===== src/sv/rbpp_pkg.sv =====
// Shared types and constants for the room bus poll and parse block.
// No dependencies; imported by the interfaces, the frame builder and the top level.
package rbpp_pkg;

   localparam int POLL_IDS      = 10;
   localparam int PAGE_COUNT    = 6;
   localparam int ROW_BYTES     = 4;
   localparam int STATUS_ROOMS  = 8;

   localparam logic [3:0] LAST_POLL_ID   = 4'(POLL_IDS - 1);
   localparam logic [3:0] LAST_PLAIN_ID  = 4'd6;
   localparam logic [3:0] BLANK_ID_LO    = 4'd7;
   localparam logic [3:0] BLANK_ID_HI    = 4'd8;
   localparam logic [7:0] POLL_ID_SHIFT  = 8'd2;
   localparam logic [2:0] LAST_PAGE      = 3'(PAGE_COUNT - 1);
   localparam logic [7:0] DIFF_BIAS      = 8'd100;
   localparam logic [3:0] LAST_STATUS_ID = 4'(STATUS_ROOMS);

   localparam logic [PAGE_COUNT-1:0][ROW_BYTES-1:0][7:0] PAGE_ROWS = '{
      '{8'h07, 8'h07, 8'h06, 8'h06},
      '{8'h05, 8'h05, 8'h04, 8'h04},
      '{8'h03, 8'h03, 8'h02, 8'h02},
      '{8'h01, 8'h01, 8'h00, 8'h00},
      '{8'h00, 8'h00, 8'hC8, 8'h06},
      '{8'h45, 8'h30, 8'h11, 8'hE0}
   };

   typedef enum logic {
      CMD_DECODE = 1'b0,
      CMD_POLL   = 1'b1
   } cmd_type;

   typedef struct packed {
      logic       cmd;
      logic [7:0] rx_byte0;
      logic [7:0] rx_byte1;
      logic [7:0] rx_byte2;
      logic [7:0] rx_byte3;
   } req_payload_type;

   typedef struct packed {
      logic        accepted;
      logic [3:0]  room_id;
      logic [2:0]  op_mode;
      logic [5:0]  timer_value;
      logic        run_on;
      logic [7:0]  cur_temp;
      logic [7:0]  set_temp;
      logic [7:0]  temp_diff;
      logic        warmer;
      logic [7:0]  room_status;
      logic [31:0] tx_low;
      logic [31:0] tx_high;
   } rsp_payload_type;

endpackage


===== src/sv/rbpp_poll_frame.sv =====
// Poll frame builder: id remap, page row lookup, checksum and counter advance.
// Depends on rbpp_pkg for the page table and counter limits.
module rbpp_poll_frame
   import rbpp_pkg::*;
(
   input  logic [3:0]  poll_index,
   input  logic [2:0]  page_index,
   input  logic [7:0]  status_bits,
   output logic [31:0] tx_low,
   output logic [31:0] tx_high,
   output logic [3:0]  poll_next,
   output logic [2:0]  page_next
);

   logic [3:0] poll_eff;
   logic [2:0] page_eff;
   logic [7:0] byte0;
   logic [7:0] byte1;
   logic [7:0] byte2;
   logic [ROW_BYTES-1:0][7:0] row;
   logic [7:0] checksum;

   // out-of-cycle counters act as zero
   assign poll_eff = (poll_index > LAST_POLL_ID) ? 4'd0 : poll_index;
   assign page_eff = (page_index > LAST_PAGE) ? 3'd0 : page_index;

   // ids above six skip two codes on the wire; ids seven and eight hide status
   assign byte0 = (poll_eff <= LAST_PLAIN_ID) ? {4'd0, poll_eff}
                                              : {4'd0, poll_eff} + POLL_ID_SHIFT;
   assign byte1 = {5'd0, page_eff};
   assign byte2 = (poll_eff == BLANK_ID_LO || poll_eff == BLANK_ID_HI) ? 8'd0
                                                                        : status_bits;
   assign row   = PAGE_ROWS[page_eff];

   // 8-bit wrapping sum of bytes 0..6
   assign checksum = byte0 + byte1 + byte2 + row[0] + row[1] + row[2] + row[3];

   assign tx_low  = {row[0], byte2, byte1, byte0};
   assign tx_high = {checksum, row[3], row[2], row[1]};

   // advance both rotations
   assign poll_next = (poll_eff == LAST_POLL_ID) ? 4'd0 : poll_eff + 4'd1;
   assign page_next = (page_eff == LAST_PAGE) ? 3'd0 : page_eff + 3'd1;

endmodule


===== config.mk =====
export PLATFORM = sky130hd
export DESIGN_NAME = rbpp_poll_frame
export DESIGN_NICKNAME = d
export VERILOG_FILES = /design/src/sv/rbpp_pkg.sv /design/src/sv/rbpp_poll_frame.sv
export SDC_FILE = /design/constraint.sdc
export NUM_CORES = 1
export LEC_CHECK = 0
export BUFFER_PORTS_ARGS = -buffer_cell sky130_fd_sc_hd__buf_2
export CELL_PAD_IN_SITES_DETAIL_PLACEMENT = 0
export CELL_PAD_IN_SITES_GLOBAL_PLACEMENT = 1
export CORE_MARGIN = 1.5
export CORE_UTILIZATION = 33
export DETAILED_ROUTE_END_ITERATION = 8
export GPL_ROUTABILITY_DRIVEN = 0
export GPL_TIMING_DRIVEN = 0
export PLACE_DENSITY_LB_ADDON = 0.15
export SLEW_MARGIN = 25
export SYNTH_ARGS = -nofsm -noshare
export SYNTH_HDL_FRONTEND = slang
export SYNTH_SLANG_ARGS = --single-unit

===== constraint.sdc =====
create_clock -name vclk -period 12.45
set_input_delay 0.6225 -clock vclk [all_inputs]
set_output_delay 0.6225 -clock vclk [all_outputs]
set_load 0.01 [all_outputs]

==> reports/summary.txt <==
Top cell type's share of synthesized area - 0.209
Fmax achieved - 191 MHz
Ys Warns - 0
Most common cell in the netlist - buf_4
Via count of the first global-routing pass - 868
Min Tclk post-route - 5.24 ns
Layout cells sized above 1 - 0.475
Slew margin rel. - 0.474
Chip Width - 65.6 um
Yosys cell types - 32
Final nets - 282
Critical Path AT - 4.62 ns
Sequential fraction of the synthesis area - 0
Critical path type - in -> out
Final HPWL DP - 2130 um
Cts repair resizes - 0
Psw - 0.0000785 W
Total track usage - 0.105
Status - complete, no violations
Syn Std Cell Area - 1290 um2
Final setup vio count - 0
Synth cell count leaders - buf_4 (36), inv_1 (25), ha_1 (16)
Rows - 22
Clock group share of total power - 0
Post-Route Setup TNS - 0 ns
Fin Hold WS - 1.56 ns
Max_cap viols - 0
Placed Area - 1730 um2
Largest area contributor in the netlist - buf_4
Final count of pins violating max slew - 0
Combinational power share - 1.000
Total core area - 3720 um2
DR pass1 iterations - 3
WL per Instance - 8.32 um
Via Count - 1104
Hold Fails Final Rpt - 0
Pin count of the biggest net entering global routing - 12
DRC - 0
Post-Layout Inst Area - 1730 um2
Die footprint - 4310 um2
Post-Place Worst Slack - 7.16 ns
P_int - 0.0000719 W
WP data required - 11.83 ns
Seq pwr share - 0
Num sequential - 0
Hold Path Origin - status_bits[7]
Initial antenna violation count - 0
Hold WC Path Type - in -> out
1st-iter DRT viols - 48
Die H - 65.6 um
Crit share post-route - 0.421
Slew @ Worst Pin - 0.786 ns
Setup WS post-layout - 7.21 ns
Syn_area_per_cell - 8.30 um2
Post-CTS setup buffer count - 0
Hold-critical path depth - 3
Layout clock buffer count - 0
Crit Path Max Fanout - 8
Port bufs - 60
Reg area - 0 um2
Power Density - 86.9 nW/um2
Drt total wl - 2360 um
Final Util - 0.466
Top cells by area, synth - buf_4 (21%), fa_1 (20%), ha_1 (15%)
Starting Density - 0.348
Global-route wire length before repair - 3760 um
Gate Count Post-Synth - 156
Num ports - 86
Area growth, synth to finish - 33.6%
Switching share of power - 0.522
Worst Setup Start Kind - primary input
Hold_buf cts - 0
Grt total ovfl - 0
Antenna Cells - 0
VDD IR-drop max - 0.0000454 V
Endpoint, Worst Hold - tx_low[23]
Critical Path Sink Type - output pin
Unrepaired setup endpoints after global routing - false
Via-per-instance ratio - 3.89
DRT antenna net count - 0
Static leakage - 1.08 nW
metrics by stage:
step,cells,power [W]
final,284,0.000150
after global routing,284,0.000173
after CTS,284,0.000155
after detailed placement,284,0.000153
after global placement,284,0.000154
after floorplan,176,0.000110
worst max path at each step:
stage / start / end / slack, ns / cells after the start
global placement: poll_index[3] / tx_high[31] / 7.12 / 15
CTS: poll_index[3] / tx_high[31] / 7.15 / 15
finish: poll_index[3] / tx_high[31] / 7.21 / 15
detailed placement: poll_index[3] / tx_high[31] / 7.16 / 15
global route: poll_index[3] / tx_high[31] / 6.82 / 15
floorplan: poll_index[3] / tx_high[31] / 7.32 / 14
critical path, stage by stage:
cell	delay, ns
buf_2	0.18
inv_1	0.07
or3_2	0.46
o21ai_0	0.30
fa_1	0.50
fa_1	0.51
inv_1	0.05
fa_1	0.55
inv_1	0.06
ha_1	0.30
a211oi_1	0.24
o21bai_1	0.10
a21oi_1	0.21
xnor3_1	0.33
buf_2	0.15
per-layer routing:
layer	track usage	routed length (um)
met4	0	0
met3	0.00342	198
met2	0.182	1080
met1	0.154	1090
met5	0	0
placed cells by master, fill, tap and decap left out, drive strengths merged, types with 2 or more instances in the layout:
cell type	n
nor2b	3
nor2	7
o21ai	4
xnor2	8
clkbuf	3
a21o	2
nand2b	4
xor2	2
a21oi	3
and2	9
nand2	7
conb	21
fa	13
ha	16
inv	25
buf	97
area by class of cell:
class                           instances  area, um2
Buffer                                 40        287
Inverter                               25       93.8
Multi-Input combinational cell        111        990
Tap cell                               48       60.1
Fill cell                             381       1990
Timing Repair Buffer                   60        300
power groups by stage:
stage / clock (W) / combinational, W / sequential (W)
final: 0 / 0.000150 / 0
after global routing: 0 / 0.000173 / 0
after CTS: 0 / 0.000155 / 0
after detailed placement: 0 / 0.000153 / 0
after global placement: 0 / 0.000154 / 0
after floorplan: 0 / 0.000110 / 0
cell families after synthesis:
| kind of cell | share of synthesized area |
|---|---|
| adders and majority gates | 0.356 |
| other | 0.00290 |
| and+or+nand+nor | 0.175 |
| buffers and inverters | 0.294 |
| xor gates and xnor gates | 0.0850 |
| AOI/OAI and AO/OA | 0.0879 |
(Power assumes the default switching activity.)
